--- config.mk ---
export PLATFORM = sky130hd
export DESIGN_NAME = fmpr_lanes
export DESIGN_NICKNAME = d
export VERILOG_FILES = /design/src/rtl/core/fmpr_pkg.sv /design/src/rtl/core/fmpr_lanes.sv
export SDC_FILE = /design/constraint.sdc
export NUM_CORES = 1
export LEC_CHECK = 0
export ABC_AREA = 1
export BUFFER_PORTS_ARGS = -buffer_cell sky130_fd_sc_hd__buf_2
export CORE_ASPECT_RATIO = 1.1
export CORE_MARGIN = 3
export CORE_UTILIZATION = 45
export DETAILED_ROUTE_END_ITERATION = 6
export HOLD_SLACK_MARGIN = 0.12
export PLACE_DENSITY = 0.7
export SYNTH_ARGS = -nofsm -noshare
export SYNTH_HDL_FRONTEND = slang
export SYNTH_SLANG_ARGS = --single-unit
--- constraint.sdc ---
create_clock -name clk -period 5.4 [get_ports clk]
set_input_delay 0.54 -clock clk [delete_from_list [all_inputs] [get_ports clk]]
set_output_delay 0.54 -clock clk [all_outputs]
set_load 0.005 [all_outputs]
--- src/rtl/core/fmpr_pkg.sv ---
// ---------------------------------------------------------------------------
// fmpr_pkg
// Command codes, stream field layout and shared types of the prefix router.
// ---------------------------------------------------------------------------
package fmpr_pkg;

  localparam int unsigned CMD_W   = 2;
  localparam int unsigned IDX_W   = 6;
  localparam int unsigned METH_W  = 8;
  localparam int unsigned ELEN_W  = 7;
  localparam int unsigned OFF_W   = 6;
  localparam int unsigned BYTE_W  = 8;
  localparam int unsigned CFG_W   = 7;

  localparam logic [CMD_W-1:0] CMD_WR_HDR    = 2'd0;
  localparam logic [CMD_W-1:0] CMD_WR_BYTE   = 2'd1;
  localparam logic [CMD_W-1:0] CMD_PATH_BYTE = 2'd2;
  localparam logic [CMD_W-1:0] CMD_PATH_END  = 2'd3;

  // in_tdata layout
  localparam int unsigned IN_IDX_LSB  = 0;
  localparam int unsigned IN_METH_LSB = IN_IDX_LSB + IDX_W;
  localparam int unsigned IN_ELEN_LSB = IN_METH_LSB + METH_W;
  localparam int unsigned IN_OFF_LSB  = IN_ELEN_LSB + ELEN_W;
  localparam int unsigned IN_DATA_LSB = IN_OFF_LSB + OFF_W;
  localparam int unsigned IN_RMTH_LSB = IN_DATA_LSB + BYTE_W;
  localparam int unsigned IN_TDATA_W  = 48;
  localparam int unsigned OUT_TDATA_W = 8;

  typedef enum logic [3:0] {
    ST_IDLE = 4'b0001,
    ST_CMP  = 4'b0010,
    ST_SCAN = 4'b0100,
    ST_HOLD = 4'b1000
  } state_t;

  typedef struct packed {
    logic             hdr_we;
    logic             cmp_en;
    logic             rearm;
    logic [IDX_W-1:0] idx;
  } lane_cmd_t;

endpackage

--- src/rtl/core/fmpr_lanes.sv ---
// ---------------------------------------------------------------------------
// fmpr_lanes
// Per-route compare lanes: prefix length copy and live flag of each route.
// ---------------------------------------------------------------------------
module fmpr_lanes #(
  parameter int unsigned MAX_ROUTES = 64,
  parameter int unsigned MAX_PREFIX = 64
) (
  input  logic                                   clk,
  input  logic                                   rst_n,
  input  fmpr_pkg::lane_cmd_t                    cmd,
  input  logic [$clog2(MAX_PREFIX+1)-1:0]        len,
  input  logic [$clog2(MAX_PREFIX+1)-1:0]        pos,
  input  logic [fmpr_pkg::BYTE_W-1:0]            path_byte,
  input  logic [MAX_ROUTES*fmpr_pkg::BYTE_W-1:0] row,
  output logic [MAX_ROUTES-1:0]                  live
);

  localparam int unsigned LW = $clog2(MAX_PREFIX + 1);
  localparam int unsigned RW = (MAX_ROUTES > 1) ? $clog2(MAX_ROUTES) : 1;

  logic [LW-1:0]         len_r [MAX_ROUTES];
  logic [MAX_ROUTES-1:0] live_r;
  logic [MAX_ROUTES-1:0] miss;

  always_ff @(posedge clk) begin
    if (cmd.hdr_we) begin
      len_r[RW'(cmd.idx)] <= len;
    end
  end

  always_comb begin
    for (int i = 0; i < MAX_ROUTES; i++) begin
      miss[i] = (pos < len_r[i]) &&
                (row[i*fmpr_pkg::BYTE_W +: fmpr_pkg::BYTE_W] != path_byte);
    end
  end

  always_ff @(posedge clk) begin
    if (!rst_n) begin
      live_r <= '1;
    end else if (cmd.rearm) begin
      live_r <= '1;
    end else if (cmd.cmp_en) begin
      live_r <= live_r & ~miss;
    end
  end

  assign live = live_r;

endmodule

* Yosys cells after proc, flatten, opt, wreduce, memory -nomap -nowiden *
Memory sizes are Yosys's and may differ from the RTL's.
Cells that the tools add are included.

word-level totals
  input port bits = 545
  output and inout port bits = 64
  RAM bits = 448
  register bits after elaboration = 64
  word-level logic and storage cells = 200
  memories = 1

operators by class
  multiplexer cells = 2
  reductions and logical operators = 65
  magnitude comparators = 64
  bitwise gates (word level) = 3
  eq/ne operators = 64

memories
  name   words  width  read ports  clocked after Yosys merged registers in  write ports  RTL line          source
  len_r  64     7      64          0                                        1            fmpr_lanes.sv:22  logic [LW-1:0] len_r [MAX_ROUTES];

operator list
  kind                 number
  $ne A8 B8 Y1         64
  $lt A7 B7 Y1         64
  $and A64 B64 Y64     1
  $logic_and A1 B1 Y1  64
  $not A64 Y64         1
  $mux W1              2
  $reduce_or A2 Y1     1
  $not A1 Y1           1

* Longest topological paths before layout *
Gate-level depths: netlist of run 1.

  depth in word-level cells = 4
  depth in mapped cells = 10
  mapped depth without buffers = 10

* Least setup slack after synthesis of run 1 *
No wires, ideal clock.

  kind = input port to flip-flop
  start = input port cmd[8] (netlist name)
  end = memory len_r[48][0] (netlist name), enable pin
  setup time = 0.390 ns
  data arrival time = 1.712 ns
  path buffers = 1
  cell stages on the path = 3
  path slack = 3.298 ns
  data required time = 5.010 ns
  path through = buf_2 > nand4_1 > nor4_1

on the way
  word-level cells in the longest chain between the ends = 2

ends and longest elaborated chain
  what                           RTL line          source
  start: declaration             fmpr_lanes.sv:11  input fmpr_pkg::lane_cmd_t cmd,
  $mux W1                        fmpr_lanes.sv:27  if (cmd.hdr_we) begin
  $mux W1 (not written as such)  fmpr_lanes.sv:28  len_r[RW'(cmd.idx)] <= len;
  end: declaration               fmpr_lanes.sv:22

Every way passes these cells.

* Worst setup path in the final report of run 1 *
  start = input port pos[5]
  end = register live_r[43] (netlist: live[43])

on the way
  word-level cells in the longest chain between the ends = 4

ends and longest elaborated chain
  what                    RTL line          source
  start: declaration      fmpr_lanes.sv:13  input logic [$clog2(MAX_PREFIX+1)-1:0] pos,
  $lt A7 B7 Y1            fmpr_lanes.sv:34  miss[i] = (pos < len_r[i]) &&
  $logic_and A1 B1 Y1     fmpr_lanes.sv:34
  $not A64 Y64            fmpr_lanes.sv:45  live_r <= live_r & ~miss;
  $and A64 B64 Y64        fmpr_lanes.sv:45
  end signal: assignment  fmpr_lanes.sv:45
  end: declaration        fmpr_lanes.sv:23  logic [MAX_ROUTES-1:0] live_r;

Every way passes these cells.
A chain may end at the register's enable or synchronous reset.

==> results of run 1 <==
-- registers in the layout (all words and copies together), names as in the netlist --
signal / cells
len_r: 448
live: 64
-- how the worst max path moves through the flow --
stage                     slack (ns)  startpoint           end
after CTS                       2.87      pos[5]      live[43]
after floorplan                 3.30      cmd[8]  len_r[48][0]
after detailed placement        2.23      pos[5]      live[43]
final                           2.88      pos[5]      live[43]
after global routing            2.76      pos[5]      live[43]
after global placement          2.25      pos[5]      live[43]
-- power by group through the flow --
stage / Sequential, mW / Combinational, mW / Clock, mW
floorplan: 4.44 / 0.929 / 0
global placement: 4.45 / 1.56 / 0
detailed placement: 4.45 / 1.59 / 0
CTS: 4.37 / 1.60 / 3.73
global route: 4.37 / 1.82 / 3.89
finish: 4.37 / 1.60 / 3.66
-- Yosys cell counts --
cell,n
inv_2,6
nand3_1,7
xnor2_1,192
dfxtp_1,64
clkbuf_1,5
nor2_1,313
edfxtp_1,448
buf_2,41
nand4_1,9
buf_4,5
nand2_1,2240
ha_1,384
inv_1,1031
clkbuf_8,15
nor4_1,8
buf_6,43
a21oi_1,128
-- layout make-up --
type | instances | area (sq um)
flip-flops and latches | 512 | 14700
inverters | 1037 | 3890
repair buffers | 648 | 3380
fillers | 7594 | 37600
diodes | 16 | 40.0
well taps | 1045 | 1310
multi-input cells | 3281 | 16900
clock buffers | 79 | 1520
clock inverters | 23 | 233
-- critical path, stage by stage --
cell and delay (ns):
buf_2 0.63, buf_4 0.43, ha_1 0.28, nand2_1 0.08
inv_1 0.04, nand2_1 0.06, nand2_1 0.05, a21oi_1 0.58
nand2_1 0.11, nand2_1 0.08, nand2_1 0.05
-- layer usage --
layer	vias up	global-route usage, %	part of all wire [%]
met2	1041	46.2	49
li1	16000	-	-
met1	14300	32.9	41
met3	229	3.36	6.4
met4	4	9.70	3.9
met5	-	0	0.021
-- through the flow --
step,std cells,power [mW],setup slack [ns]
floorplan,4939,5.37,3.30
global placement,6523,6.01,2.25
detailed placement,6523,6.04,2.23
CTS,6625,9.70,2.87
global route,6639,10.1,2.76
finish,6641,9.63,2.88
-- cell usage in the layout, fill, tap and decap left out --
cell | Yosys | routed
inv_2 | 6 | 5
nand4_1 | 9 | 9
xnor2_1 | 192 | 192
clkinv_8 | 0 | 3
a21oi_1 | 128 | 128
nor2_4 | 0 | 1
clkbuf_1 | 5 | 19
buf_12 | 0 | 1
diode_2 | 0 | 16
buf_4 | 5 | 49
clkbuf_8 | 15 | 5
nor2_1 | 313 | 312
nor4_1 | 8 | 5
clkinv_4 | 0 | 2
dfxtp_1 | 64 | 64
bufinv_16 | 0 | 3
buf_2 | 41 | 598
clkinv_2 | 0 | 11
edfxtp_1 | 448 | 448
ha_1 | 384 | 384
nand3_1 | 7 | 7
nor4_2 | 0 | 3
clkinv_1 | 0 | 3
clkbuf_16 | 0 | 55
clkinvlp_4 | 0 | 2
nand2_1 | 2240 | 2240
inv_1 | 1031 | 1031
-- kinds of logic (layout without fill, tap and decap cells) --
kind of cell	Yosys count	in the layout
AND/OR/NAND/NOR	2577	2577
buffers and inverters	1146	1787
flip-flops	512	512
adder cells (fa/ha/maj)	384	384
XOR/XNOR	192	192
AO/OA/AOI/OAI	128	128
other	0	16
==> flow_summary.json, run 1 <==
{
  "syn_inst": 4939,
  "setup_violations": 0,
  "post-cts-setup-buffers": 0,
  "end_kind": "register",
  "drc": 0,
  "hold_depth": 3,
  "grt_max_degree": 65,
  "clockRootBuffer": "clkbuf_16",
  "fin_util_pct": 52.7,
  "syn_avg_cell_area_sq_um": 7.38,
  "switching_share_pct": 26.9,
  "finalNetCount": 6463,
  "fin_hold_ws_ns": 0.371,
  "p_leak_nw": 23.4,
  "synth_xor_area_share_pct": 4.62,
  "synth_top_family_by_area": "simple AND/OR/NAND/NOR gates",
  "syn_area_sq_um": 36400,
  "maxCapViolCount": 0,
  "ant_nets": 0,
  "place_congestion": 0.963,
  "grt_pass1_vias": 29400,
  "gr-total-overflow": 0,
  "ff2ff_path_depth": 10,
  "drive_gt1_share_pct": 13.2,
  "initial_core_util_pct": 45.8,
  "wl_um": 114000,
  "max_freq_mhz": 396,
  "powerDensity_nw_per_um2": 229,
  "synth_area_leaders": "edfxtp_1 37%, nand2_1 23%, ha_1 13%",
  "clkPwrFrac_pct": 38.0,
  "vias": 31500,
  "worst_clock_skew_ns": 0.0262,
  "die_h_um": 304,
  "io_pins": 609,
  "timing.rr.start": "len_r[43][6]",
  "pwr-share-seq_pct": 45.3,
  "yosysWarningCount": 0,
  "synth_top_area_share_pct": 36.9,
  "worstMarginPinSlew_ns": 1.31,
  "core_area_sq_um": 79600,
  "synth_nets": 5868,
  "clock-sinks": 512,
  "yosys.area.top_type": "edfxtp_1",
  "drtIter0Drc": 2121,
  "clock_path_buffers": 3,
  "hold_path.startpoint": "cmd[6]",
  "maxSlewViolCount": 0,
  "synth.area.mux_share_pct": 0,
  "clkLatencyLatePin_ns": 0.62,
  "grt_pass1_wl_um": 171000,
  "min_period_ns": 2.52,
  "die_w_um": 277,
  "wire_per_inst_um": 17.1,
  "yosysSeqAreaShare_pct": 40.4,
  "antenna_found_initial": 20,
  "firstDrtPassIters": 6,
  "ys_ff_latch": 512,
  "synth-adder-area-share_pct": 13.2,
  "rows": 108,
  "synth_cell_types": 17,
  "portBuffers": 608,
  "viasPerCell": 4.74,
  "p_int_mw": 7.04,
  "synth_simple_gate_area_share_pct": 26.7,
  "status": "finished clean",
  "setup-tns-final_ns": 0,
  "fin_crit_sh_pct": 46.7,
  "p_comb_share_pct": 16.6,
  "setup.worst_path.start_class": "input pin",
  "r2r-end": "live[43]",
  "peakVddDrop_mv": 0.221,
  "critical_path_class": "input pin to register",
  "crit_arrival_ns": 2.97,
  "cp.required_ns": 5.84,
  "detailed_place_hpwl_um": 82100,
  "hold_viol": 0,
  "relSlewSlack_pct": 12.0,
  "hold_end": "live[44]",
  "final_cell_area_sq_um": 42000,
  "power_switching_mw": 2.59,
  "cts-hold-fix-buffers": 0,
  "worstHoldPathType": "input pin to register",
  "placed_area_sq_um": 40200,
  "path_clk_slew_ns": 0.06,
  "htreeDepth": 2,
  "dieArea_sq_um": 84400,
  "synth_compound_area_share_pct": 1.76,
  "cts.repair.resized": 0,
  "grt_usage_pct": 26.3,
  "cts_tree": "built",
  "r2r_slack_ns": 3.48,
  "rsz0062_at_grt": "false",
  "cts_buffers": 54,
  "syn_to_final_growth_pct": 15.2,
  "crit_fanout": 26
}
(Power assumes the default switching activity.)
==> run 2, diff against run 1 <==
--- a/config.mk
+++ b/config.mk
@@ -5,14 +5,14 @@
 export SDC_FILE = /design/constraint.sdc
 export NUM_CORES = 1
 export LEC_CHECK = 0
-export ABC_AREA = 1
+export ABC_AREA = 0
 export BUFFER_PORTS_ARGS = -buffer_cell sky130_fd_sc_hd__buf_2
 export CORE_ASPECT_RATIO = 1.1
 export CORE_MARGIN = 3
 export CORE_UTILIZATION = 45
 export DETAILED_ROUTE_END_ITERATION = 6
 export HOLD_SLACK_MARGIN = 0.12
-export PLACE_DENSITY = 0.7
+export PLACE_DENSITY = 0.71
 export SYNTH_ARGS = -nofsm -noshare
 export SYNTH_HDL_FRONTEND = slang
 export SYNTH_SLANG_ARGS = --single-unit
==> constraint.sdc (replaced) <==
create_clock -name clk -period 2.47 [get_ports clk]
set_input_delay 0.247 -clock clk [delete_from_list [all_inputs] [get_ports clk]]
set_output_delay 0.247 -clock clk [all_outputs]
set_load 0.005 [all_outputs]
==> flow_summary.json, run 2 <==
{
  "status": "finished clean",
  "syn_area_sq_um": 31600,
  "p_leak_nw": 15.5,
  "setup.worst_path.start_class": "input pin",
  "worst_clock_skew_ns": 0.0111,
  "clock_path_buffers": 3,
  "syn_inst": 2802,
  "maxSlewViolCount": 0,
  "synth_most_common_cell": "xnor2_1",
  "synth-edff-count": 448,
  "p_int_mw": 15.5,
  "setup_violations": 0,
  "clock-sinks": 512,
  "layout_commonest_cell": "buf_2",
  "vias": 23400,
  "synth-async-reset-ratio_pct": 0,
  "worst-path-buf-inv": 1,
  "ant_nets": 0,
  "regMostFlops": "len_r",
  "die_w_um": 259,
  "grt_pass1_vias": 23100,
  "min_period_ns": 1.70,
  "core_area_sq_um": 69300,
  "cts_tree": "built",
  "pwr-share-seq_pct": 46.8,
  "antenna_found_initial": 7,
  "clkLatencyLatePin_ns": 0.60,
  "setup-tns-final_ns": 0,
  "detailed_place_hpwl_um": 64200,
  "syn_avg_cell_area_sq_um": 11.3,
  "peakVddDrop_mv": 0.468,
  "wl_um": 91000,
  "p_comb_share_pct": 15.3,
  "rsz0062_at_grt": "false",
  "clockRootBuffer": "clkbuf_16",
  "gr-total-overflow": 0,
  "ff2ff_path_depth": 5,
  "relSlewSlack_pct": 52.3,
  "grt_usage_pct": 24.2,
  "wire_per_inst_um": 20.5,
  "synth_area_leaders": "edfxtp_1 43%, ha_1 15%, xnor2_1 14%",
  "firstDrtPassIters": 5,
  "crit_chain": "buf_2 > nor2b_1 > nand3_1 > nor2_1",
  "switching_share_pct": 24.3,
  "grt_max_degree": 65,
  "end_kind": "register",
  "post-cts-setup-buffers": 0,
  "hold_viol": 0,
  "yosysWarningCount": 0,
  "synth_common_cells": "512 x xnor2_1, 448 x edfxtp_1, 385 x inv_1",
  "power_switching_mw": 4.95,
  "synth_nets": 3731,
  "portBuffers": 608,
  "initial_core_util_pct": 45.6,
  "worstMarginPinSlew_ns": 0.715,
  "yosysSeqAreaShare_pct": 46.7,
  "rows": 101,
  "drive_gt1_share_pct": 22.2,
  "clkPwrFrac_pct": 37.9,
  "hold_depth": 1,
  "htreeDepth": 2,
  "yosys.area.top_type": "edfxtp_1",
  "grt_pass1_wl_um": 135000,
  "maxCapViolCount": 0,
  "place_congestion": 0.891,
  "cpPeakStageDelay_ns": 0.70,
  "io_pins": 609,
  "ys_ff_latch": 512,
  "synth_top_area_share_pct": 42.6,
  "max_freq_mhz": 587,
  "cp.required_ns": 2.70,
  "critical_path_class": "input pin to register",
  "synth_cell_types": 24,
  "syn_to_final_growth_pct": 19.8,
  "die_h_um": 284,
  "viasPerCell": 5.25,
  "drtIter0Drc": 1493,
  "final_cell_mix": "594 x buf_2, 512 x xnor2_1, 448 x edfxtp_1",
  "cts_buffers": 52,
  "finalNetCount": 4409,
  "worstHoldPathType": "input pin to register",
  "fin_crit_sh_pct": 69.0,
  "critPathSlowestCell": "nor2_1",
  "ys.flop_type": "edfxtp_1",
  "drc": 0,
  "powerDensity_nw_per_um2": 540,
  "crit_arrival_ns": 1.93,
  "fin_hold_ws_ns": 0.167,
  "largest_reg_flops": 448,
  "crit_fanout": 7,
  "crit_family": "simple AND/OR/NAND/NOR gates",
  "dieArea_sq_um": 73400,
  "cts.repair.resized": 0,
  "cp.depth": 4,
  "path_clk_slew_ns": 0.06,
  "fin_util_pct": 54.6
}
==> run 2: cell count changes after synthesis, sizes merged, moves of 64 or more <==
cell	delta
nor2	-182
nand4	+184
o211ai	+64
o32a	+64
a21oi	+128
inv	-652
nand2	-2169
xnor2	+320
nand2b	+67
==> run 2: logic make-up (layout without fill, tap and decap cells) <==
logic type               after synthesis  in the layout  share of synthesized area, %
XOR/XNOR                             512            512                          14.2
AND/OR/NAND/NOR                      542            542                          8.92
other                                  0              2                             0
AO/OA/AOI/OAI                        384            384                          7.61
buffers and inverters                468           1188                          7.37
flip-flops                           512            512                          46.7
adder cells (fa/ha/maj)              384            384                          15.2
==> run 2: final cells by class <==
type	count	area, sq um
tap	927	1160
fill	5949	31400
clock inverter	26	228
inverter	385	1450
antenna	2	5.00
timing repair buffer	707	4280
sequential	512	14700
clock buffer	70	1450
multi-input combinational	1822	14500
==> run 2: worst paths after layout <==
kind / startpoint / to / slack, ns
hold reg to reg: live[41] / live[41] / 0.47
hold / removal: len[4] / len_r[13][4] / 0.17
setup / recovery: cmd[8] / len_r[14][1] / 0.77
setup reg to reg: len_r[56][6] / live[56] / 1.03
==> run 2: what timing repair did <==
item / CTS / global route
setup endpoints to repair: 0 / 0
hold buffers: 2 / 0
endpoints found under the hold margin: 21 / 0
==> run 2: per-layer routing <==
layer	global-route usage, %	vias to the layer above	part of all wire (%)
met5	0	-	0.037
met4	6.40	6	2.5
met3	3.66	140	6.0
met2	43.0	780	50
met1	30.6	11200	41
li1	-	11300	-
==> run 2: power by group through the flow <==
stage | combinational [mW] | clock, mW | sequential, mW
3_5_place_dp | 3.12 | 0 | 9.73
4_1_cts | 3.15 | 7.85 | 9.55
3_3_place_gp | 3.06 | 0 | 9.73
6_report | 3.12 | 7.73 | 9.55
5_1_grt | 3.42 | 8.21 | 9.55
2_1_floorplan | 1.72 | 0 | 9.72
==> run 2: metrics by stage <==
step	instance area [sq um]	total power [mW]	setup WS, ns	cells
final	37800	20.4	0.766	4451
after global routing	37800	21.2	0.683	4451
after CTS	37800	20.5	0.885	4449
after detailed placement	36100	12.9	0.245	4351
after global placement	36100	12.8	0.281	4351
after floorplan	31600	11.4	0.716	2802
